$ cat src/design/clnw_pkg.sv
// ----------------------------------------------------------------------------
// clnw_pkg
// Shared types and constants for the character LCD nibble writer.
// ----------------------------------------------------------------------------
package clnw_pkg;

   localparam int CMD_W  = 3;
   localparam int BYTE_W = 8;
   localparam int NUM_W  = 32;
   localparam int ROW_W  = 2;
   localparam int COL_W  = 6;
   localparam int NIB_W  = 4;

   // most nibbles one request may produce
   localparam int RESULT_CAP = 24;
   localparam int NCNT_W     = 5;

   localparam logic [CMD_W-1:0] CMD_INSTR   = 3'd0;
   localparam logic [CMD_W-1:0] CMD_DATA    = 3'd1;
   localparam logic [CMD_W-1:0] CMD_DATA_AT = 3'd2;
   localparam logic [CMD_W-1:0] CMD_NUM     = 3'd3;
   localparam logic [CMD_W-1:0] CMD_NUM_AT  = 3'd4;

   localparam logic [ROW_W-1:0] ROW_FIRST  = 2'd1;
   localparam logic [ROW_W-1:0] ROW_SECOND = 2'd2;

   localparam logic [BYTE_W-1:0] ROW_BASE_1  = 8'h80;
   localparam logic [BYTE_W-1:0] ROW_BASE_2  = 8'hC0;
   localparam logic [BYTE_W-1:0] ASCII_ZERO  = 8'h30;
   localparam logic [BYTE_W-1:0] ASCII_SPACE = 8'h20;

   // floor(n / 10) = (n * DIV10_RECIP) >> DIV10_SHIFT for any 32-bit n
   localparam logic [NUM_W-1:0] DIV10_RECIP = 32'hCCCC_CCCD;
   localparam int               DIV10_SHIFT = 35;

   typedef enum logic [2:0] {
      ST_IDLE,
      ST_DISPATCH,
      ST_DIV_MUL,
      ST_DIV_REM,
      ST_CURSOR,
      ST_BYTE,
      ST_DIGITS,
      ST_SPACE
   } state_type;

   typedef enum logic [1:0] {
      SRC_CURSOR,
      SRC_BYTE,
      SRC_DIGIT,
      SRC_SPACE
   } src_type;

   typedef struct packed {
      logic    load;
      logic    div_mul;
      logic    div_rem;
      logic    emit;
      src_type src;
      logic    final_nib;
   } dp_cmd_type;

   typedef struct packed {
      logic [CMD_W-1:0] command;
      logic             placed;
      logic             conv_more;
      logic             dig_one;
      logic             half_lo;
      logic             cap_hit;
      logic             out_free;
   } dp_status_type;

endpackage

$ cat src/design/clnw_if.sv
// ----------------------------------------------------------------------------
// clnw_req_if / clnw_rsp_if
// Request and nibble channels of the character LCD nibble writer.
// ----------------------------------------------------------------------------
interface clnw_req_if;
   logic                          valid;
   logic                          ready;
   logic [clnw_pkg::CMD_W-1:0]    command;
   logic [clnw_pkg::BYTE_W-1:0]   byte_value;
   logic [clnw_pkg::NUM_W-1:0]    number_value;
   logic [clnw_pkg::ROW_W-1:0]    row;
   logic [clnw_pkg::COL_W-1:0]    column;

   modport source (output valid, command, byte_value, number_value, row, column,
                   input ready);
   modport sink   (input valid, command, byte_value, number_value, row, column,
                   output ready);
endinterface

interface clnw_rsp_if;
   logic                        valid;
   logic                        ready;
   logic                        register_select;
   logic [clnw_pkg::NIB_W-1:0]  nibble;
   logic                        last;

   modport source (output valid, register_select, nibble, last, input ready);
   modport sink   (input valid, register_select, nibble, last, output ready);
endinterface

$ cat src/design/clnw_ctrl.sv
// ----------------------------------------------------------------------------
// clnw_ctrl
// Sequencer: walks a request through conversion, cursor, byte, digits, space.
// ----------------------------------------------------------------------------
module clnw_ctrl (
   input  logic                     clock,
   input  logic                     reset,
   input  logic                     req_valid,
   output logic                     req_ready,
   output clnw_pkg::dp_cmd_type     dp_cmd,
   input  clnw_pkg::dp_status_type  dp_status
);
   import clnw_pkg::*;

   state_type state_ff;
   state_type state_in;
   logic      last_nib;

   always_ff @(posedge clock) begin
      if (reset) begin
         state_ff <= ST_IDLE;
      end else begin
         state_ff <= state_in;
      end
   end

   assign last_nib = dp_cmd.final_nib | dp_status.cap_hit;

   always_comb begin
      state_in = state_ff;
      case (state_ff)
         ST_IDLE: begin
            if (req_valid) begin
               state_in = ST_DISPATCH;
            end
         end
         ST_DISPATCH: begin
            case (dp_status.command)
               CMD_NUM, CMD_NUM_AT: state_in = ST_DIV_MUL;
               CMD_DATA_AT:         state_in = dp_status.placed ? ST_CURSOR : ST_BYTE;
               CMD_INSTR, CMD_DATA: state_in = ST_BYTE;
               default:             state_in = ST_IDLE;
            endcase
         end
         ST_DIV_MUL: begin
            state_in = ST_DIV_REM;
         end
         ST_DIV_REM: begin
            if (dp_status.conv_more) begin
               state_in = ST_DIV_MUL;
            end else if (dp_status.command == CMD_NUM_AT && dp_status.placed) begin
               state_in = ST_CURSOR;
            end else begin
               state_in = ST_DIGITS;
            end
         end
         ST_CURSOR, ST_BYTE, ST_DIGITS, ST_SPACE: begin
            if (dp_cmd.emit && dp_status.half_lo) begin
               if (last_nib) begin
                  state_in = ST_IDLE;
               end else if (state_ff == ST_CURSOR) begin
                  state_in = (dp_status.command == CMD_DATA_AT) ? ST_BYTE : ST_DIGITS;
               end else if (state_ff == ST_DIGITS && dp_status.dig_one) begin
                  state_in = ST_SPACE;
               end
            end
         end
         default: begin
            state_in = ST_IDLE;
         end
      endcase
   end

   always_comb begin
      req_ready         = 1'b0;
      dp_cmd.load       = 1'b0;
      dp_cmd.div_mul    = 1'b0;
      dp_cmd.div_rem    = 1'b0;
      dp_cmd.emit       = 1'b0;
      dp_cmd.src        = SRC_BYTE;
      dp_cmd.final_nib  = 1'b0;
      case (state_ff)
         ST_IDLE: begin
            req_ready   = 1'b1;
            dp_cmd.load = req_valid;
         end
         ST_DIV_MUL: begin
            dp_cmd.div_mul = 1'b1;
         end
         ST_DIV_REM: begin
            dp_cmd.div_rem = 1'b1;
         end
         ST_CURSOR: begin
            dp_cmd.emit = dp_status.out_free;
            dp_cmd.src  = SRC_CURSOR;
         end
         ST_BYTE: begin
            dp_cmd.emit      = dp_status.out_free;
            dp_cmd.src       = SRC_BYTE;
            dp_cmd.final_nib = dp_status.half_lo;
         end
         ST_DIGITS: begin
            dp_cmd.emit      = dp_status.out_free;
            dp_cmd.src       = SRC_DIGIT;
            dp_cmd.final_nib = dp_status.half_lo & dp_status.dig_one &
                               (dp_status.command != CMD_NUM_AT);
         end
         ST_SPACE: begin
            dp_cmd.emit      = dp_status.out_free;
            dp_cmd.src       = SRC_SPACE;
            dp_cmd.final_nib = dp_status.half_lo;
         end
         default: begin
            req_ready = 1'b0;
         end
      endcase
   end

endmodule

$ cat src/design/clnw_dpath.sv
// ----------------------------------------------------------------------------
// clnw_dpath
// Request registers, divide-by-ten unit, digit store and output register.
// ----------------------------------------------------------------------------
module clnw_dpath #(
   parameter int MAX_DIGITS = 10
) (
   input  logic                            clock,
   input  logic                            reset,
   input  logic [clnw_pkg::CMD_W-1:0]      req_command,
   input  logic [clnw_pkg::BYTE_W-1:0]     req_byte_value,
   input  logic [clnw_pkg::NUM_W-1:0]      req_number_value,
   input  logic [clnw_pkg::ROW_W-1:0]      req_row,
   input  logic [clnw_pkg::COL_W-1:0]      req_column,
   input  clnw_pkg::dp_cmd_type            dp_cmd,
   output clnw_pkg::dp_status_type         dp_status,
   clnw_rsp_if.source                      rsp_bus
);
   import clnw_pkg::*;

   localparam int CNT_W = $clog2(MAX_DIGITS + 1);
   localparam int IDX_W = (MAX_DIGITS > 1) ? $clog2(MAX_DIGITS) : 1;

   logic [CMD_W-1:0]  cmd_ff;
   logic [BYTE_W-1:0] byte_ff;
   logic [ROW_W-1:0]  row_ff;
   logic [COL_W-1:0]  col_ff;
   logic [NUM_W-1:0]  value_ff;
   logic [NUM_W-1:0]  quot_ff;
   logic [CNT_W-1:0]  dig_cnt_ff;
   logic [NIB_W-1:0]  digits_ff [MAX_DIGITS];
   logic              half_ff;
   logic [NCNT_W-1:0] ncnt_ff;
   logic              rsp_valid_ff;
   logic              rs_ff;
   logic [NIB_W-1:0]  nib_ff;
   logic              last_ff;

   logic [2*NUM_W-1:0] prod;
   logic [NUM_W-1:0]   rem;
   logic [CNT_W-1:0]   rd_cnt;
   logic [IDX_W-1:0]   rd_idx;
   logic [BYTE_W-1:0]  cursor_addr;
   logic [BYTE_W-1:0]  out_byte;
   logic               out_free;

   assign prod = 64'(value_ff) * 64'(DIV10_RECIP);
   assign rem  = value_ff - ((quot_ff << 3) + (quot_ff << 1));

   assign rd_cnt = dig_cnt_ff - CNT_W'(1);
   assign rd_idx = rd_cnt[IDX_W-1:0];

   assign cursor_addr = ((row_ff == ROW_FIRST) ? ROW_BASE_1 : ROW_BASE_2)
                        + {{(BYTE_W-COL_W){1'b0}}, col_ff} - BYTE_W'(1);

   always_comb begin
      case (dp_cmd.src)
         SRC_CURSOR: out_byte = cursor_addr;
         SRC_BYTE:   out_byte = byte_ff;
         SRC_DIGIT:  out_byte = ASCII_ZERO + {{(BYTE_W-NIB_W){1'b0}}, digits_ff[rd_idx]};
         SRC_SPACE:  out_byte = ASCII_SPACE;
         default:    out_byte = byte_ff;
      endcase
   end

   assign out_free = ~rsp_valid_ff | rsp_bus.ready;

   // request registers and decimal conversion
   always_ff @(posedge clock) begin
      if (dp_cmd.load) begin
         cmd_ff     <= req_command;
         byte_ff    <= req_byte_value;
         row_ff     <= req_row;
         col_ff     <= req_column;
         value_ff   <= req_number_value;
         dig_cnt_ff <= '0;
      end else if (dp_cmd.div_mul) begin
         quot_ff <= NUM_W'(prod[2*NUM_W-1:DIV10_SHIFT]);
      end else if (dp_cmd.div_rem) begin
         digits_ff[dig_cnt_ff[IDX_W-1:0]] <= rem[NIB_W-1:0];
         value_ff   <= quot_ff;
         dig_cnt_ff <= dig_cnt_ff + CNT_W'(1);
      end else if (dp_cmd.emit && half_ff && dp_cmd.src == SRC_DIGIT) begin
         dig_cnt_ff <= rd_cnt;
      end
   end

   // nibble sequencing and output register
   always_ff @(posedge clock) begin
      if (reset) begin
         rsp_valid_ff <= 1'b0;
         half_ff      <= 1'b0;
         ncnt_ff      <= '0;
      end else begin
         if (dp_cmd.load) begin
            half_ff <= 1'b0;
            ncnt_ff <= '0;
         end else if (dp_cmd.emit) begin
            half_ff <= ~half_ff;
            ncnt_ff <= ncnt_ff + NCNT_W'(1);
         end
         // drop the valid once the sink takes the transfer
         if (dp_cmd.emit) begin
            rsp_valid_ff <= 1'b1;
         end else if (rsp_bus.ready) begin
            rsp_valid_ff <= 1'b0;
         end
      end
   end

   always_ff @(posedge clock) begin
      if (dp_cmd.emit) begin
         rs_ff   <= (dp_cmd.src != SRC_CURSOR) && (cmd_ff != CMD_INSTR);
         nib_ff  <= half_ff ? out_byte[NIB_W-1:0] : out_byte[BYTE_W-1:NIB_W];
         last_ff <= dp_cmd.final_nib | dp_status.cap_hit;
      end
   end

   assign rsp_bus.valid           = rsp_valid_ff;
   assign rsp_bus.register_select = rs_ff;
   assign rsp_bus.nibble          = nib_ff;
   assign rsp_bus.last            = last_ff;

   assign dp_status.command   = cmd_ff;
   assign dp_status.placed    = (row_ff == ROW_FIRST) | (row_ff == ROW_SECOND);
   assign dp_status.conv_more = (quot_ff != '0) &&
                                (dig_cnt_ff < CNT_W'(MAX_DIGITS - 1));
   assign dp_status.dig_one   = (dig_cnt_ff == CNT_W'(1));
   assign dp_status.half_lo   = half_ff;
   assign dp_status.cap_hit   = (ncnt_ff == NCNT_W'(RESULT_CAP - 1));
   assign dp_status.out_free  = out_free;

endmodule

$ cat src/design/char_lcd_nibble_writer.sv
// ----------------------------------------------------------------------------
// char_lcd_nibble_writer
// Request-to-nibble writer for a character LCD on a 4-bit bus.
// ----------------------------------------------------------------------------
// One request is taken at a time; the next is accepted once the last nibble
// of the current one sits in the output register. A request is first
// decoded, then, for number requests, each decimal digit passes through the
// shared divide-by-ten unit (a 32x32 reciprocal multiply, then the
// remainder), then one nibble goes out per cycle while the sink takes every
// transfer. Bytes go out high nibble first; a request never produces more
// than 24 nibbles, and the nibble flagged last closes it. Digits beyond
// MAX_DIGITS (most significant first) are dropped.
// ----------------------------------------------------------------------------
module char_lcd_nibble_writer #(
   parameter int MAX_DIGITS = 10
) (
   input  logic        clock,
   input  logic        reset,
   clnw_req_if.sink    req_bus,
   clnw_rsp_if.source  rsp_bus
);
   import clnw_pkg::*;

   dp_cmd_type    dp_cmd;
   dp_status_type dp_status;
   logic          req_ready;

   assign req_bus.ready = req_ready;

   clnw_ctrl u_ctrl (
      .clock     (clock),
      .reset     (reset),
      .req_valid (req_bus.valid),
      .req_ready (req_ready),
      .dp_cmd    (dp_cmd),
      .dp_status (dp_status)
   );

   clnw_dpath #(
      .MAX_DIGITS (MAX_DIGITS)
   ) u_dpath (
      .clock            (clock),
      .reset            (reset),
      .req_command      (req_bus.command),
      .req_byte_value   (req_bus.byte_value),
      .req_number_value (req_bus.number_value),
      .req_row          (req_bus.row),
      .req_column       (req_bus.column),
      .dp_cmd           (dp_cmd),
      .dp_status        (dp_status),
      .rsp_bus          (rsp_bus)
   );

endmodule
$ cat src/flat_wrapper.sv
// flat-port wrapper written by rule: the top's interface ports become plain ports
module char_lcd_nibble_writer_flat import clnw_pkg::*;
#(
   parameter int MAX_DIGITS = 10
)
  (clock, reset, req_bus_valid, req_bus_command, req_bus_byte_value, req_bus_number_value, req_bus_row, req_bus_column, req_bus_ready, rsp_bus_valid, rsp_bus_register_select, rsp_bus_nibble, rsp_bus_last, rsp_bus_ready);
  clnw_req_if req_bus_i ();
  clnw_rsp_if rsp_bus_i ();
  input  logic clock;
  input  logic reset;
  input wire logic [$bits(req_bus_i.valid)-1:0] req_bus_valid;
  input wire logic [$bits(req_bus_i.command)-1:0] req_bus_command;
  input wire logic [$bits(req_bus_i.byte_value)-1:0] req_bus_byte_value;
  input wire logic [$bits(req_bus_i.number_value)-1:0] req_bus_number_value;
  input wire logic [$bits(req_bus_i.row)-1:0] req_bus_row;
  input wire logic [$bits(req_bus_i.column)-1:0] req_bus_column;
  output wire logic [$bits(req_bus_i.ready)-1:0] req_bus_ready;
  output wire logic [$bits(rsp_bus_i.valid)-1:0] rsp_bus_valid;
  output wire logic [$bits(rsp_bus_i.register_select)-1:0] rsp_bus_register_select;
  output wire logic [$bits(rsp_bus_i.nibble)-1:0] rsp_bus_nibble;
  output wire logic [$bits(rsp_bus_i.last)-1:0] rsp_bus_last;
  input wire logic [$bits(rsp_bus_i.ready)-1:0] rsp_bus_ready;
  assign req_bus_i.valid = req_bus_valid;
  assign req_bus_i.command = req_bus_command;
  assign req_bus_i.byte_value = req_bus_byte_value;
  assign req_bus_i.number_value = req_bus_number_value;
  assign req_bus_i.row = req_bus_row;
  assign req_bus_i.column = req_bus_column;
  assign req_bus_ready = req_bus_i.ready;
  assign rsp_bus_valid = rsp_bus_i.valid;
  assign rsp_bus_register_select = rsp_bus_i.register_select;
  assign rsp_bus_nibble = rsp_bus_i.nibble;
  assign rsp_bus_last = rsp_bus_i.last;
  assign rsp_bus_i.ready = rsp_bus_ready;
  char_lcd_nibble_writer #(.MAX_DIGITS(MAX_DIGITS)) u_core (.clock(clock), .reset(reset), .req_bus(req_bus_i), .rsp_bus(rsp_bus_i));
endmodule
$ cat config.mk
export PLATFORM = sky130hd
export DESIGN_NAME = char_lcd_nibble_writer_flat
export DESIGN_NICKNAME = d
export VERILOG_FILES = /design/src/design/clnw_pkg.sv /design/src/design/clnw_if.sv /design/src/design/clnw_ctrl.sv /design/src/design/clnw_dpath.sv /design/src/design/char_lcd_nibble_writer.sv /design/src/flat_wrapper.sv
export SDC_FILE = /design/constraint.sdc
export NUM_CORES = 1
export LEC_CHECK = 0
export ABC_CLOCK_PERIOD_IN_PS = 18200
export BUFFER_PORTS_ARGS = -buffer_cell sky130_fd_sc_hd__buf_4
export CELL_PAD_IN_SITES_DETAIL_PLACEMENT = 1
export CELL_PAD_IN_SITES_GLOBAL_PLACEMENT = 2
export CORE_ASPECT_RATIO = 2
export CORE_MARGIN = 4
export CORE_UTILIZATION = 40
export CTS_BUF_LIST = sky130_fd_sc_hd__clkbuf_8
export CTS_CLUSTER_DIAMETER = 80
export CTS_CLUSTER_SIZE = 10
export DETAILED_ROUTE_END_ITERATION = 7
export HOLD_SLACK_MARGIN = 0.15
export PLACE_DENSITY_LB_ADDON = 0.1
export SYNTH_ARGS = -nofsm -noshare
export SYNTH_HDL_FRONTEND = slang
export SYNTH_SLANG_ARGS = --single-unit
$ cat constraint.sdc
create_clock -name clock -period 18.2 [get_ports clock]
set_clock_uncertainty 0.15 [all_clocks]
set_input_delay 0.91 -clock clock [delete_from_list [all_inputs] [get_ports clock]]
set_output_delay 0.91 -clock clock [all_outputs]
set_load 0.02 [all_outputs]
Yosys cells after proc, flatten, opt, wreduce, memory -nomap -nowiden
Memory sizes are Yosys's and may differ from the RTL's.
Cells that the tools add are included.
- add/subtract/negate cells: 8
- multipliers: 1
- div/mod/pow operators: 0
- $lt $le $gt $ge: 1
- equal/unequal tests: 23
- shift operators: 0
- mux-type cells: 31
- bitwise operators: 9
- reductions and logical operators: 24
- operators by type and width (cell ; count):
    32-bit 2-to-1 mux ; 3
    32-bit by 32-bit multiplier with 64-bit output (second input constant) ; 1
    8-bit one-hot mux with 4 select lines ; 1
    32-bit nonzero test ; 1
    3-bit 2-to-1 mux ; 6
    3-bit == test (second input constant) ; 5
    3-bit one-hot mux with 5 select lines ; 1
    3-bit by 2-bit == test with 1-bit output (second input constant) ; 4
    4-bit 2-to-1 mux ; 3
    3-bit one-hot mux with 4 select lines ; 1
    1-bit 2-to-1 mux ; 11
    3-bit one-hot mux with 3 select lines ; 1
    8-bit by 6-bit adder with 8-bit output ; 1
    2-bit nonzero test ; 4
    2-bit OR reduction ; 4
    8-bit by 1-bit subtractor with 8-bit output (second input constant) ; 1
    6-bit by 4-bit adder with 7-bit output (first input constant) ; 1
    7-bit 2-to-1 mux ; 1
    2-bit == test (second input constant) ; 3
    3-bit by 1-bit == test with 1-bit output (second input constant) ; 2
    1-bit logical AND ; 6
    3-bit logical NOT ; 2
    2-bit AND reduction ; 3
    5-bit by 1-bit adder with 5-bit output (second input constant) ; 1
    other kinds (21) ; 30
- bits in registers: 100
- latch bits: 0
- memory bits (writable): 40
- memory bits (read-only): 0
- input bits: 55
- output and inout bits: 8
- logic and storage cells: 112
- memories kept: 1
- memory list (memory ; words ; bits a word ; rd ports ; clocked after memory_dff ; write ports ; line ; RTL):
    u_core.u_dpath.digits_ff ; 10 ; 4 ; 1 ; 0 ; 1 ; clnw_dpath.sv:31 ; logic [NIB_W-1:0] digits_ff [MAX_DIGITS];

Longest topological paths before layout
- depth after elaboration: 8
- mapped depth: 24
- mapped depth without buffers: 24

By module
A second synthesis with hierarchy kept.
- cell total of the unflattened synthesis: 2109
- area, all modules: 22858.2 sq um
- by module, submodules not included (module ; instances ; cells each ; area an instance (sq um) ; seq. area each (sq um)):
    clnw_dpath ; 1 ; 2055 ; 22466.5 ; 4003.8
    clnw_ctrl ; 1 ; 54 ; 391.6 ; 60.1

Least setup slack after synthesis
No wires, ideal clock.
- path kind: reg-to-reg
- start point: reg u_core.u_dpath.value_ff[5]
- end point: reg u_core.u_dpath.quot_ff[22], data pin
- setup time: 266 ps
- data arrival time: 6339 ps
- data required time: 17784 ps
- setup slack: 11445 ps
- stages on the path, launching flop included: 23
- buffers on the path: 1
- period minus slack after synthesis: 6755 ps
- cell sequence: edfxtp_1 ha_1 clkbuf_1 xor2_1 ha_1 a21o_1 fa_1 inv_1 fa_1 inv_1 fa_1 fa_1 fa_1 fa_1 ha_1 a21oi_2 o21ai_2 o311a_1 or3_4 a2111oi_4 a211oi_4 a31o_1 xor2_1
- cells in the longest elaborated chain, start to end: 1
- ends and longest elaborated chain (element ; line ; RTL):
    from (decl) ; clnw_dpath.sv:28 ; logic [NUM_W-1:0] value_ff;
    from (signal assigned) ; clnw_dpath.sv:75 ; value_ff <= req_number_value;
    from (signal assigned) ; clnw_dpath.sv:81 ; value_ff <= quot_ff;
    32-bit by 32-bit multiplier with 64-bit output ; clnw_dpath.sv:47 ; assign prod = 64'(value_ff) * 64'(DIV10_RECIP);
    net u_core.u_dpath.prod[57] ; clnw_dpath.sv:39 ; logic [2*NUM_W-1:0] prod;
    to (signal assigned) ; clnw_dpath.sv:78 ; quot_ff <= NUM_W'(prod[2*NUM_W-1:DIV10_SHIFT]);
    to (decl) ; clnw_dpath.sv:29 ; logic [NUM_W-1:0] quot_ff;
The timed path passes the listed nets, and every way through them passes these cells.
A chain may end at the register's enable or synchronous reset.

Worst setup path after layout
- start point: reg u_core.u_dpath.value_ff[3]
- end point: reg u_core.u_dpath.quot_ff[27], data pin
The elaborated chain is that of the path after synthesis.

==> summary.md <==
| Metric | Value |
|---|---|
| Via-per-instance ratio | `5.375` |
| GRT Overall Usage | `0.3050` |
| Initial core utilization | `0.4041` |
| Unrepaired setup endpoints after global routing | `no` |
| Final setup margin | `9.603 ns` |
| Fmax | `0.1163 GHz` |
| Die area | `61980 um2` |
| Startpoint types | `register` |
| Worst setup EP type | `register` |
| CTS tree | `done` |
| Primary FF master, synth | `edfxtp_1` |
| Port bufs | `62` |
| # DRC | `0` |
| Row count | `124` |
| Core ar. | `57250 um2` |
| Crit path kind | `register to register` |
| Final setup viols | `0` |
| Cts hold-fix bufs | `0` |
| Layout cell share with drive strength beyond 1 | `0.08092` |
| Max-slew violation count | `0` |
| Max Cap Viol | `0` |
| Gpl congestion | `1.035` |
| Post-Syn Nets | `2956` |
| First-pass GRT wire length | `131200 um` |
| H-tree depth | `4` |
| Largest net degree at the start of global routing | `50` |
| # resized after CTS | `0` |
| Max Root-Sink Buffers | `2` |
| Avg WL per Cell | `30.89 um` |
| Area after DPL | `24380 um2` |
| EDFF count, synth | `126` |
| Post-route cell area | `24750 um2` |
| Synthesis-stage register bit count | `140` |
| Clock period minus final worst setup slack | `8.597 ns` |
| ANT nets after route | `0` |
| Hold Path Stages | `2` |
| Vias in the first global route | `19389` |
| Ys Warns | `0` |
| DR iter-0 viols | `625` |
| Root Buffer | `clkbuf_8` |
| Clock-pin slew on the worst setup and hold paths | `0.10 ns` |
| Status | `completed` |
| Setup TNS | `0 ns` |
| Die X-Extent | `178.1 um` |
| Vias | `15969` |
| DR pass1 iterations | `6` |
| Pre-CTS setup slack | `9.799 ns` |
| Tightest Hold Check Type | `register to register` |
| Worst slew pin tran | `1.361 ns` |
| Die span in y | `348.1 um` |
| Fin nets | `3001` |
| Cells on worst reg2reg path | `22` |
| Async SR Flop Fraction | `0` |
| Multi-input logic area | `16690 um2` |
| Area growth syn-to-layout | `6.993%` |
| IO Count | `63` |
| Crit path max fanout | `8` |
| GRT overflow | `0` |
| WL final | `91790 um` |
| Post CTS Setup Buffer Count | `0` |
| Library cells used by synthesis | `77` |
| Slew HR | `0.08632` |
| Fillers | `6289` |
| FF/Latch Area | `4064 um2` |
| Hpwl dp | `83180 um` |
| WP data required | `18.39 ns` |
| CTS buffer count | `17` |
| Register area share after synthesis | `0.1757` |
| Clk sinks | `140` |
| Final Hold Fails | `0` |
| Cells after Synth | `2154` |
| Clock Latency Late Sink | `0.53 ns` |
| Syn Std Cell Area | `23130 um2` |
| Synthesized area per cell | `10.74 um2` |
| Initial antenna violation count | `1` |
| Period utilization | `0.4724` |
| Worst Path Arrival | `8.78 ns` |
## final timing paths
kind / from / slack (ns) / end
worst max-delay path: u_core.u_dpath.value_ff[3]$_DFFE_PP_ / 9.60 / u_core.u_dpath.quot_ff[27]$_DFFE_PP_
worst min-delay path: u_core.u_dpath.ncnt_ff[4]$_SDFFE_PP0P_ / 0.39 / u_core.u_dpath.ncnt_ff[4]$_SDFFE_PP0P_
worst max register to register: u_core.u_dpath.value_ff[3]$_DFFE_PP_ / 9.60 / u_core.u_dpath.quot_ff[27]$_DFFE_PP_
worst min register to register: u_core.u_dpath.ncnt_ff[4]$_SDFFE_PP0P_ / 0.39 / u_core.u_dpath.ncnt_ff[4]$_SDFFE_PP0P_
## stage by stage
step	hold WS, ns	util	instances
2_1_floorplan	0.3290	-	2154
3_3_place_gp	0.3523	0.4258	2936
3_5_place_dp	0.3745	0.4258	2936
4_1_cts	0.3827	0.4322	2968
5_1_grt	0.3942	0.4322	2969
6_report	0.3877	0.4323	2971
## sequential cells by signal (all words and copies together), names as in the netlist, 3 cells and up
name / cells
u_core.u_ctrl.state_ff: 3
u_core.u_dpath.byte_ff: 8
u_core.u_dpath.cmd_ff: 3
u_core.u_dpath.col_ff: 6
u_core.u_dpath.dig_cnt_ff: 4
u_core.u_dpath.digits_ff: 40
u_core.u_dpath.ncnt_ff: 5
u_core.u_dpath.quot_ff: 29
u_core.u_dpath.rsp_bus.nibble: 4
u_core.u_dpath.value_ff: 32
## synth_stat cells, types with 6 or more instances
cell type	count	area [um2]
xor2_1	47	411.6
o21ai_0	40	200.2
o21bai_1	8	60.06
clkbuf_1	20	75.07
a21o_1	30	225.2
xnor2_1	44	385.4
inv_1	577	2166
a211oi_1	8	60.06
nor3_1	21	105.1
and2_1	17	106.4
nand2_1	68	255.2
or2_2	8	50.05
a31oi_1	8	50.05
edfxtp_1	126	3784
buf_2	13	65.06
mux4_2	8	180.2
a21oi_2	8	70.07
fa_1	388	7767
and3_1	10	62.56
dfxtp_1	14	280.3
o31ai_1	8	60.06
nand3_1	15	75.07
nor2_1	53	198.9
nor4_1	11	68.82
mux2_2	32	360.4
ha_1	359	4492
a21oi_1	82	410.4
mux2i_1	7	70.07
nand4_1	28	175.2
o211ai_1	6	45.04
## cell usage in the layout (no fill, tap or decap), types with 40 or more instances in the layout
cell / netlist / final
nor2_1: 53 / 53
xor2_1: 47 / 47
a21oi_1: 82 / 82
nand2_1: 68 / 68
ha_1: 359 / 359
inv_1: 577 / 577
xnor2_1: 44 / 44
edfxtp_1: 126 / 126
fa_1: 388 / 388
buf_4: 3 / 68
o21ai_0: 40 / 40
## critical path, cell delays in order (launching register included)
cell and delay (ns):
edfxtp_1 0.62, ha_1 0.51, xnor2_1 0.98, inv_1 0.25, ha_1 0.30, or2_2 0.34
fa_1 0.59, fa_1 0.48, fa_1 0.49, fa_1 0.50, inv_1 0.05, fa_1 0.47
inv_1 0.04, ha_1 0.26, ha_1 0.51, nand4_2 0.20, nor4_2 0.36, o311a_1 0.26
or3_4 0.15, a2111oi_4 0.04, a211oi_4 0.42, a21oi_2 0.14, o311ai_1 0.29
## kinds of logic after synthesis
logic type,share of synthesized area
buffers and inverters,0.1032
adders and majority gates,0.5299
and+or+nand+nor,0.05906
AOI/OAI and AO/OA,0.07129
DFF,0.1757
xor gates and xnor gates,0.03445
muxes,0.02639
## area by class of cell
type	count	area share
Tap cell	756	0.03822
Sequential cell	140	0.1642
Inverter	578	0.08766
Clock buffer	17	0.009453
Antenna cell	3	0.0003033
Timing Repair Buffer	68	0.02062
Clock inverter	15	0.005308
Multi-Input combinational cell	1394	0.6743
## per-layer routing
layer	share of wire	GRT usage	wire (um)
met1	0.26	0.2302	23720
met4	0.16	0.3581	14270
met3	0.020	0.02980	1822
met5	0	0	0
met2	0.57	0.5884	51980
Power is not shown: default switching activity piles up to over one toggle a cycle in this logic, so the estimate is an artifact.
